## src/design/ist_pkg.sv

```systemverilog
// Shared constants, codes and control/status bundles for the integer set table.
package ist_pkg;

   // Store geometry
   localparam int CAPACITY = 16;
   localparam int CNT_W    = $clog2(CAPACITY + 1);
   localparam int IDX_W    = (CAPACITY > 1) ? $clog2(CAPACITY) : 1;

   // Field widths
   localparam int CMD_W    = 2;
   localparam int VAL_W    = 32;
   localparam int STATUS_W = 2;
   localparam int SIZE_W   = 5;

   // Operation codes; the spare code behaves as a membership test
   localparam logic [CMD_W-1:0] CMD_ADD      = 2'd0;
   localparam logic [CMD_W-1:0] CMD_REMOVE   = 2'd1;
   localparam logic [CMD_W-1:0] CMD_CONTAINS = 2'd2;

   // Result status codes
   localparam logic [STATUS_W-1:0] ST_DONE      = 2'd0;
   localparam logic [STATUS_W-1:0] ST_DUPLICATE = 2'd1;
   localparam logic [STATUS_W-1:0] ST_ABSENT    = 2'd2;
   localparam logic [STATUS_W-1:0] ST_FULL      = 2'd3;

   // Commands from the controller to the datapath
   typedef struct packed {
      logic load;     // capture a new beat and rewind the scan
      logic scan;     // step the lookup over the store
      logic fetch;    // read the last valid entry
      logic finish;   // apply the update and emit the result
   } ist_ctrl_type;

   // Status from the datapath to the controller
   typedef struct packed {
      logic hit;        // value matched a valid entry
      logic miss;       // scan passed all valid entries without a match
      logic op_remove;  // captured beat is a remove
   } ist_stat_type;

endpackage

```

## src/design/ist_ctrl.sv

```systemverilog
// Controller state machine that sequences lookup, fetch and update.
module ist_ctrl
   import ist_pkg::*;
(
   input  logic         clock,
   input  logic         reset,
   input  logic         start,
   input  ist_stat_type stat,
   output logic         busy,
   output ist_ctrl_type ctrl
);

   typedef enum logic [3:0] {
      S_IDLE   = 4'b0001,
      S_SCAN   = 4'b0010,
      S_FETCH  = 4'b0100,
      S_FINISH = 4'b1000
   } state_type;

   state_type state_ff, state_in;

   // Next state and command decode
   always_comb begin
      state_in = state_ff;
      ctrl     = '0;
      case (state_ff)
         S_IDLE: begin
            if (start) begin
               ctrl.load = 1'b1;
               state_in  = S_SCAN;
            end
         end
         S_SCAN: begin
            ctrl.scan = 1'b1;
            if (stat.hit && stat.op_remove) begin
               state_in = S_FETCH;
            end else if (stat.hit || stat.miss) begin
               state_in = S_FINISH;
            end
         end
         S_FETCH: begin
            ctrl.fetch = 1'b1;
            state_in   = S_FINISH;
         end
         S_FINISH: begin
            ctrl.finish = 1'b1;
            state_in    = S_IDLE;
         end
         default: begin
            state_in = S_IDLE;
         end
      endcase
   end

   // Hold state
   always_ff @(posedge clock) begin
      if (reset) begin
         state_ff <= S_IDLE;
      end else begin
         state_ff <= state_in;
      end
   end

   assign busy = (state_ff != S_IDLE);

   // An accepted beat always starts a scan
   a_start_scans: assert property (@(posedge clock) disable iff (reset)
      (start && !busy) |=> (state_ff == S_SCAN))
      else $error("accepted beat did not enter scan");

   // A remove that hit must fetch the last entry before finishing
   a_remove_fetch: assert property (@(posedge clock) disable iff (reset)
      (ctrl.scan && stat.hit && stat.op_remove) |=> ctrl.fetch)
      else $error("remove hit skipped the fetch of the last entry");

endmodule

```

## src/design/ist_dp.sv

```systemverilog
// Datapath: element store, count, lookup scan, update and result registers.
module ist_dp
   import ist_pkg::*;
(
   input  logic                 clock,
   input  logic                 reset,
   input  ist_ctrl_type         ctrl,
   input  logic [CMD_W-1:0]     req_cmd,
   input  logic signed [VAL_W-1:0] req_value,
   output ist_stat_type         stat,
   output logic                 rsp_strobe,
   output logic [STATUS_W-1:0]  rsp_status,
   output logic                 rsp_found,
   output logic [SIZE_W-1:0]    rsp_set_size
);

   // Element store
   logic [VAL_W-1:0] mem [CAPACITY];

   logic [CMD_W-1:0]    op_ff;
   logic [VAL_W-1:0]    value_ff;
   logic [CNT_W-1:0]    count_ff, count_in;
   logic [CNT_W-1:0]    issue_ff;
   logic                pend_vld_ff;
   logic [IDX_W-1:0]    pend_idx_ff;
   logic [VAL_W-1:0]    rd_data_ff;
   logic [IDX_W-1:0]    slot_ff;
   logic                found_ff;
   logic                rsp_strobe_ff;
   logic [STATUS_W-1:0] rsp_status_ff, status_in;
   logic                rsp_found_ff;
   logic [SIZE_W-1:0]   rsp_size_ff;

   logic             issue_go;
   logic [CNT_W-1:0] last_w;
   logic [IDX_W-1:0] rd_addr;
   logic             full;
   logic             wr_en;
   logic [IDX_W-1:0] wr_addr;
   logic [VAL_W-1:0] wr_data;

   // Scan control and read address
   assign issue_go = ctrl.scan && (issue_ff < count_ff);
   assign last_w   = count_ff - CNT_W'(1);
   assign rd_addr  = ctrl.fetch ? last_w[IDX_W-1:0] : issue_ff[IDX_W-1:0];
   assign full     = (count_ff >= CNT_W'(CAPACITY));

   assign stat.hit       = pend_vld_ff && (rd_data_ff == value_ff);
   assign stat.miss      = ctrl.scan && !pend_vld_ff && (issue_ff >= count_ff);
   assign stat.op_remove = (op_ff == CMD_REMOVE);

   // Decide the update and the status at finish
   always_comb begin
      count_in  = count_ff;
      status_in = ST_DONE;
      wr_en     = 1'b0;
      wr_addr   = count_ff[IDX_W-1:0];
      wr_data   = value_ff;
      case (op_ff)
         CMD_ADD: begin
            if (found_ff) begin
               status_in = ST_DUPLICATE;
            end else if (full) begin
               status_in = ST_FULL;
            end else begin
               wr_en    = ctrl.finish;
               count_in = count_ff + CNT_W'(1);
            end
         end
         CMD_REMOVE: begin
            if (!found_ff) begin
               status_in = ST_ABSENT;
            end else begin
               wr_en    = ctrl.finish;
               wr_addr  = slot_ff;
               wr_data  = rd_data_ff;
               count_in = last_w;
            end
         end
         default: begin
            status_in = ST_DONE;
         end
      endcase
   end

   // Store write and registered read
   always_ff @(posedge clock) begin
      if (wr_en) begin
         mem[wr_addr] <= wr_data;
      end
      rd_data_ff <= mem[rd_addr];
   end

   // Capture the beat, track the pending slot, record the match, register the result fields
   always_ff @(posedge clock) begin
      if (ctrl.load) begin
         op_ff    <= req_cmd;
         value_ff <= req_value;
      end
      if (issue_go) begin
         pend_idx_ff <= issue_ff[IDX_W-1:0];
      end
      if (ctrl.scan && stat.hit) begin
         slot_ff <= pend_idx_ff;
      end
      rsp_status_ff <= status_in;
      rsp_found_ff  <= found_ff;
      rsp_size_ff   <= SIZE_W'(count_in);
   end

   // Control registers
   always_ff @(posedge clock) begin
      if (reset) begin
         count_ff      <= '0;
         issue_ff      <= '0;
         pend_vld_ff   <= 1'b0;
         found_ff      <= 1'b0;
         rsp_strobe_ff <= 1'b0;
      end else begin
         rsp_strobe_ff <= ctrl.finish;
         pend_vld_ff   <= issue_go;
         if (ctrl.load) begin
            issue_ff <= '0;
            found_ff <= 1'b0;
         end else if (issue_go) begin
            issue_ff <= issue_ff + CNT_W'(1);
         end
         if (ctrl.scan && stat.hit) begin
            found_ff <= 1'b1;
         end
         if (ctrl.finish) begin
            count_ff <= count_in;
         end
      end
   end

   assign rsp_strobe   = rsp_strobe_ff;
   assign rsp_status   = rsp_status_ff;
   assign rsp_found    = rsp_found_ff;
   assign rsp_set_size = rsp_size_ff;

   // Count stays within the store
   a_count_bound: assert property (@(posedge clock) disable iff (reset)
      count_ff <= CNT_W'(CAPACITY))
      else $error("element count exceeds capacity");

   // Count moves only on a finish
   a_count_moves: assert property (@(posedge clock) disable iff (reset)
      (count_ff != $past(count_ff)) |-> $past(ctrl.finish))
      else $error("element count changed outside finish");

   // Every result beat follows a finish
   a_rsp_after_finish: assert property (@(posedge clock) disable iff (reset)
      rsp_strobe_ff |-> $past(ctrl.finish))
      else $error("result beat without finish");

   // A hit always lands on a valid slot
   a_hit_in_range: assert property (@(posedge clock) disable iff (reset)
      stat.hit |-> (CNT_W'(pend_idx_ff) < count_ff))
      else $error("hit on a slot beyond the count");

endmodule

```

## src/design/integer_set_table_unit.sv

```systemverilog
// Integer set table top: a bounded unsorted set of distinct 32-bit integers.
// The result beat follows a scan of the held elements that stops at the first match; a remove
// hit adds a fetch of the last entry, which is moved into the freed slot.
// Only one beat is handled at a time (busy is high through scan, fetch and finish); the
// scan steps one entry per cycle through the store's single read port.
// Reset clears the count and all control state; store contents are left as they are.
module integer_set_table_unit
   import ist_pkg::*;
(
   input  logic                    clock,
   input  logic                    reset,
   input  logic                    start,
   output logic                    busy,
   input  logic [CMD_W-1:0]        req_cmd,
   input  logic signed [VAL_W-1:0] req_value,
   output logic                    rsp_strobe,
   output logic [STATUS_W-1:0]     rsp_status,
   output logic                    rsp_found,
   output logic [SIZE_W-1:0]       rsp_set_size
);

   ist_ctrl_type ctrl;
   ist_stat_type stat;

   // Sequencer
   ist_ctrl u_ctrl (
      .clock (clock),
      .reset (reset),
      .start (start),
      .stat  (stat),
      .busy  (busy),
      .ctrl  (ctrl)
   );

   // Store, scan and result registers
   ist_dp u_dp (
      .clock        (clock),
      .reset        (reset),
      .ctrl         (ctrl),
      .req_cmd      (req_cmd),
      .req_value    (req_value),
      .stat         (stat),
      .rsp_strobe   (rsp_strobe),
      .rsp_status   (rsp_status),
      .rsp_found    (rsp_found),
      .rsp_set_size (rsp_set_size)
   );

endmodule

```

## config.mk

```make
export PLATFORM = sky130hd
export DESIGN_NAME = integer_set_table_unit
export DESIGN_NICKNAME = d
export VERILOG_FILES = /design/src/design/ist_pkg.sv /design/src/design/ist_ctrl.sv /design/src/design/ist_dp.sv /design/src/design/integer_set_table_unit.sv
export SDC_FILE = /design/constraint.sdc
export NUM_CORES = 1
export LEC_CHECK = 0
export BUFFER_PORTS_ARGS = -buffer_cell sky130_fd_sc_hd__buf_2
export CAP_MARGIN = 20
export CORE_MARGIN = 3
export CORE_UTILIZATION = 30
export CTS_CLUSTER_SIZE = 28
export DETAILED_ROUTE_END_ITERATION = 8
export RECOVER_POWER = 100
export SLEW_MARGIN = 20
export SYNTH_ARGS = -nofsm -noshare
export SYNTH_HDL_FRONTEND = slang
export SYNTH_SLANG_ARGS = --single-unit
```

## constraint.sdc

```tcl
create_clock -name clock -period 3.7 [get_ports clock]
set_input_delay 0.37 -clock clock [delete_from_list [all_inputs] [get_ports clock]]
set_output_delay 0.37 -clock clock [all_outputs]
set_load 0.01 [all_outputs]
```

### After elaboration in Yosys (flattened, before gate mapping)

Memories as Yosys holds them, arrays and structs flattened. A register that Yosys moved wholly into a read port is not among the register bits.
Cells that the tools add are included.

| operators by class | value |
|---|---|
| $add $sub $neg | 3 |
| order comparisons | 3 |
| equal/unequal tests | 9 |
| multiplexer cells | 30 |
| reductions and logical operators | 12 |

Operators by type and width:

| kind | number |
|---|---|
| 32-bit two-way mux | 2 |
| 32-bit equality test | 1 |
| 4-bit two-way mux | 6 |
| 5-bit two-way mux | 3 |
| 1-bit two-way mux | 12 |
| 4-bit one-hot mux with 3 select lines | 1 |
| 5-bit by 1-bit adder with 5-bit output (second input constant) | 2 |
| 5-bit one-hot mux with 2 select lines | 1 |
| 1-bit logical AND | 6 |
| 2-bit two-way mux | 3 |
| 5-bit >= comparator | 1 |
| 5-bit >= comparator (second input constant) | 1 |
| 5-bit < comparator | 1 |
| 5-bit by 1-bit subtractor with 5-bit output (second input constant) | 1 |
| 4-bit by 1-bit equality test with 1-bit output (second input constant) | 1 |
| 4-bit by 2-bit equality test with 1-bit output (second input constant) | 1 |
| 4-bit by 3-bit equality test with 1-bit output (second input constant) | 1 |
| 4-bit equality test (second input constant) | 1 |
| 4-bit by 1-bit inequality test with 1-bit output (second input constant) | 1 |
| 2-bit one-hot mux with 2 select lines | 1 |
| 3-bit by 1-bit inequality test with 1-bit output (second input constant) | 1 |
| 2-bit by 1-bit equality test with 1-bit output (second input constant) | 1 |
| 2-bit logical NOT | 1 |
| 2-bit inequality test (second input constant) | 1 |
| other kinds (6) | 6 |

| word-level totals | value |
|---|---|
| register bits after elaboration | 67 |
| bits in writable memories | 512 |
| input port bits | 37 |
| output and inout port bits | 10 |
| memories | 1 |

Memory list:

| memory | words | bits a word | read ports | clocked after Yosys merged registers in | wr ports | RTL line | text |
|---|---|---|---|---|---|---|---|
| u_dp.mem | 16 | 32 | 1 | 1 | 1 | ist_dp.sv:18 | `logic [VAL_W-1:0] mem [CAPACITY];` |

### Depth between registers and ports, before layout

| logic depth | value |
|---|---|
| depth after elaboration | 8 |
| mapped depth | 11 |
| gate-level depth less buffers | 8 |

### Hierarchy

Synthesis repeated with hierarchy kept, for this count alone.

| second synthesis, totals | value |
|---|---|
| cells, all modules | 1552 |
| area, all modules | 24262.0 um^2 |

Modules (own cells, without submodules):

| module | times used | cells each | area an instance (um^2) | seq. area each (um^2) |
|---|---|---|---|---|
| ist_dp | 1 | 1528 | 24019.3 | 17697.0 |
| ist_ctrl | 1 | 24 | 242.7 | 80.1 |

### Worst setup path before layout

OpenSTA, ideal clock, no wires.

| timing | value |
|---|---|
| kind | register -> register |
| start point | reg u_ctrl.state_ff[0] |
| end point | mem u_dp.mem[4][0], enable pin |
| arrival time | 3.116 ns |
| data required time | 3.279 ns |
| slack | 0.162 ns |
| stages on the path, launching flop included | 5 |
| path buffers | 0 |
| period minus slack after synthesis | 3.538 ns |
| path through | dfxtp_1 > or4b_2 > nor3_1 > o21ai_0 > nor2_1 |

| on the way | value |
|---|---|
| cells in the longest elaborated chain, start to end | 7 |
| elaborated cells on any way between the ends | 8 |

RTL lines:

| what | RTL line | text |
|---|---|---|
| start: declaration | ist_ctrl.sv:20 | `state_type state_ff, state_in;` |
| start signal: assignment | ist_ctrl.sv:60 | `state_ff <= state_in;` |
| 4-bit equality test * | ist_ctrl.sv:26 | `case (state_ff)` |
| 1-bit two-way mux * | ist_ctrl.sv:26 |  |
| 1-bit two-way mux | ist_dp.sv:63 | `end else if (full) begin` |
| 1-bit two-way mux | ist_dp.sv:61 | `if (found_ff) begin` |
| 1-bit one-hot mux with 2 select lines * | ist_dp.sv:59 | `case (op_ff)` |
| 1-bit two-way mux * | ist_dp.sv:88 | `if (wr_en) begin` |
| 1-bit two-way mux (implied by the code) * | ist_dp.sv:89 | `mem[wr_addr] <= wr_data;` |
| end: declaration | ist_dp.sv:18 |  |

Mark *: on every way between the ends. The rest lies on a longest branch, timed or not.

### Worst setup path after layout

| timing | value |
|---|---|
| start point | reg u_dp.found_ff |
| end point | mem u_dp.mem[12][6], enable pin |

| on the way | value |
|---|---|
| cells in the longest elaborated chain, start to end | 4 |
| elaborated cells on any way between the ends | 7 |

RTL lines:

| what | RTL line | text |
|---|---|---|
| start: declaration | ist_dp.sv:28 | `logic found_ff;` |
| start signal: assignment | ist_dp.sv:117 | `found_ff <= 1'b0;` |
| start signal: assignment | ist_dp.sv:124 | `found_ff <= 1'b0;` |
| start signal: assignment | ist_dp.sv:129 | `found_ff <= 1'b1;` |
| 1-bit two-way mux (on tied branches) | ist_dp.sv:71, ist_dp.sv:61 |  |
| 1-bit one-hot mux with 2 select lines | ist_dp.sv:59 |  |
| 1-bit two-way mux | ist_dp.sv:88 |  |
| 1-bit two-way mux (implied by the code) | ist_dp.sv:89 |  |

Several ways; a longest one is shown, not always the timed one.

==> summary.txt <==
Status: finished with violations
Antenna Cells: 0
Vias per cell: 4.97
P_leak: 8.96 nW
CTS buffer count: 56
Worst setup margin: 0.394 ns
PD cells: 489 mW/mm2
Post-synthesis simple-gate area fraction: 0.113
Mapped Area: 0.0237 mm2
Startpoint Class: flip-flop
Number of synthesized flops with an enable pin: 554
Area of the core: 0.0778 mm2
TNS Setup: 0 ns
DRT iter0 DRCs: 1607
Fin crit share: 0.894
Arrival time worst endpoint: 3.51 ns
Critical R2R Launch: u_dp.found_ff
Worst min-delay path category: in2reg
First-pass GRT wire length: 86.6 mm
Io pins: 47
Clk_lat worst skew: 0.62 ns
Hpwl dp: 30.2 mm
Buf/Inv on CP: 2
Count of buffers from port buffering: 46
Syn Area/Cell: 15.4 um2
Post-Syn Instances: 1536
Failing checks: max-capacitance violations, max-slew violations
Initial core utilization: 0.304
Via count: 13556
GRT Util Overall: 0.142
CP max FO: 32
GR Overflow Total: 0
Final Skew: 0.0233 ns
Die H: 287 um
Seq cells post-synth: 611
Area growth syn-to-layout: 16.1%
Cell variety after synth: 52
Std cell rows: 102
Worst setup startpoint: u_dp.found_ff
Pre-CTS setup slack: 0.698 ns
Root Driver: clkbuf_16
CP Data Required Time: 3.91 ns
CTS tree: done
Max-slew violations: 35
RSZ-0062 raised after global routing: no
Main combinational cell family by area after synthesis: simple AND/OR/NAND/NOR gates
Final setup vio count: 0
Final net count: 1685
Syn. warnings: 0
Rel. slew slack: -0.130
Pin count of the biggest net entering global routing: 129
Most frequent standard cell in the layout excluding fill and tap cells: edfxtp_1
Cell Chain, Critical Path: nand2_1 -> nor2_4 -> clkbuf_2 -> nor3_1 -> a31oi_1 -> nor2_4 -> clkbuf_4
Die W: 287 um
MaxCap Viol Count: 2
Ys async rst share: 0
Max incr delay on CP: 0.84 ns
Initial antenna violation count: 0
Vias in the first global route: 13133
Overall Power: 13.5 mW
Die area: 0.0824 mm2
Post-Syn Nets: 1581
WL final: 58.8 mm
Worst Max-Slew Pin Slew: 1.69 ns
Seq/Total Area, Yosys: 0.750
Post-CTS setup buffer count: 0
Clock transition at path regs: 0.06 ns
Crit-path most repeated cell: nor2_4
Number of clock sinks: 611
Fill cell count: 7369
Routed len/inst: 21.6 um
Post-synth top flop: edfxtp_1
Layout cells sized above 1: 0.132
Final min period: 3.31 ns
Worst hold start: reset
GPL Wtd Cong: 0.769
Most frequent cells in the layout: edfxtp_1 (554), nand2_1 (395), nand3_1 (100)
Compound-Gate Fraction of Synth Area: 0.0269
Hold Violations, Final: 0
FF-to-FF setup slack: 0.39 ns
CP max stage cell: a31oi_1
WS Path Type: reg2reg
DRT antenna net count: 0
First-pass iteration count of the detailed router: 5
DRC Markers: 0
Post-synthesis xor/xnor area fraction: 0.0163
Adder-Cell Fraction of Synth Area: 0.00422
Worst vdd ir: 401 uV
CTS max path bufs: 3
FMAX: 302 MHz
H-tree levels: 2
Crit end category: flip-flop
Multiplexer share of the synthesized area: 0.0666
CP top delay family: buffers and inverters
-- kinds of logic after synthesis --
| kind of cell | after synthesis |
|---|---|
| compound gates | 95 |
| xor+xnor | 44 |
| fa+ha+maj | 8 |
| buf+inv | 89 |
| flops | 611 |
| mux | 72 |
| simple gates | 617 |
-- registers in the layout, indices dropped and copies added, names as in the netlist --
register	cells
u_ctrl.state_ff	4
u_dp.count_ff	5
u_dp.found_ff	1
u_dp.issue_ff	5
u_dp.mem	512
u_dp.op_ff	2
u_dp.pend_idx_ff	4
u_dp.pend_vld_ff	1
u_dp.rd_data_ff	32
u_dp.rsp_found	1
u_dp.rsp_set_size	5
u_dp.rsp_status	2
u_dp.rsp_strobe	1
u_dp.slot_ff	4
u_dp.value_ff	32
-- stage by stage --
stage,cell area [um2],instances,hold slack [ns],utilization
4_1_cts,27700,2726,0.0598,0.356
3_3_place_gp,25600,2588,0.407,0.329
3_5_place_dp,25600,2588,0.405,0.329
6_report,27500,2726,0.100,0.353
5_1_grt,27500,2726,0.0869,0.353
2_1_floorplan,23700,1536,0.363,-
-- where the power goes --
part	switching (mW)	leakage (nW)	internal [mW]
registers	0.0508	5.47	7.60
logic	0.188	2.63	0.0700
clock network	2.46	0.858	3.08
total	2.70	8.96	10.8
-- cell type report --
type | instances | area, um2 | area share
clock buffers | 75 | 1510 | 0.0550
well taps | 1040 | 1300 | 0.0473
repair buffers | 124 | 1080 | 0.0393
multi-input cells | 836 | 5560 | 0.202
clock inverters | 29 | 244 | 0.00887
flip-flops and latches | 611 | 17800 | 0.646
inverters | 11 | 41.3 | 0.00150
-- path summary, 6_finish.rpt --
kind	to	depth (start not counted)
hold / removal	u_dp.count_ff[0]	2
setup / recovery	u_dp.mem[12][6]	7
setup reg to reg	u_dp.mem[12][6]	7
hold reg to reg	u_dp.slot_ff[2]	0
-- Yosys cell counts (4+ instances only) --
master | number | area (um2)
a31oi_1 | 36 | 225
nand4_1 | 41 | 257
buf_2 | 19 | 95.1
buf_1 | 8 | 30.0
edfxtp_1 | 554 | 16600
o21ai_0 | 5 | 25.0
mux4_1 | 11 | 289
xor2_1 | 7 | 61.3
nor3b_1 | 4 | 30.0
buf_12 | 5 | 100
xnor2_1 | 37 | 324
clkbuf_1 | 35 | 131
nor3_1 | 13 | 65.1
mux4_2 | 53 | 1190
ha_1 | 8 | 100
inv_1 | 9 | 33.8
nand3b_1 | 4 | 30.0
nor2_1 | 39 | 146
buf_6 | 6 | 67.6
a22oi_1 | 32 | 240
a21oi_1 | 10 | 50.1
nand2_1 | 395 | 1480
mux2i_1 | 5 | 50.1
dfxtp_1 | 57 | 1140
nor4b_1 | 4 | 35.0
nand3_1 | 100 | 500
-- metal layers --
layer  GRT usage  wire, um  vias to the layer above
li1            -         -                     6002
met1       0.209     26600                     6867
met5           0         0                        -
met4      0.0447      1480                        0
met2       0.212     25800                      584
met3      0.0265      4940                      103
-- what timing repair did --
action | in CTS | in global routing
resized for setup | 0 | 0
hold buffers | 34 | 0
endpoints found under the hold margin | 34 | 0
No activity file was read; power rests on OpenSTA's default activity.
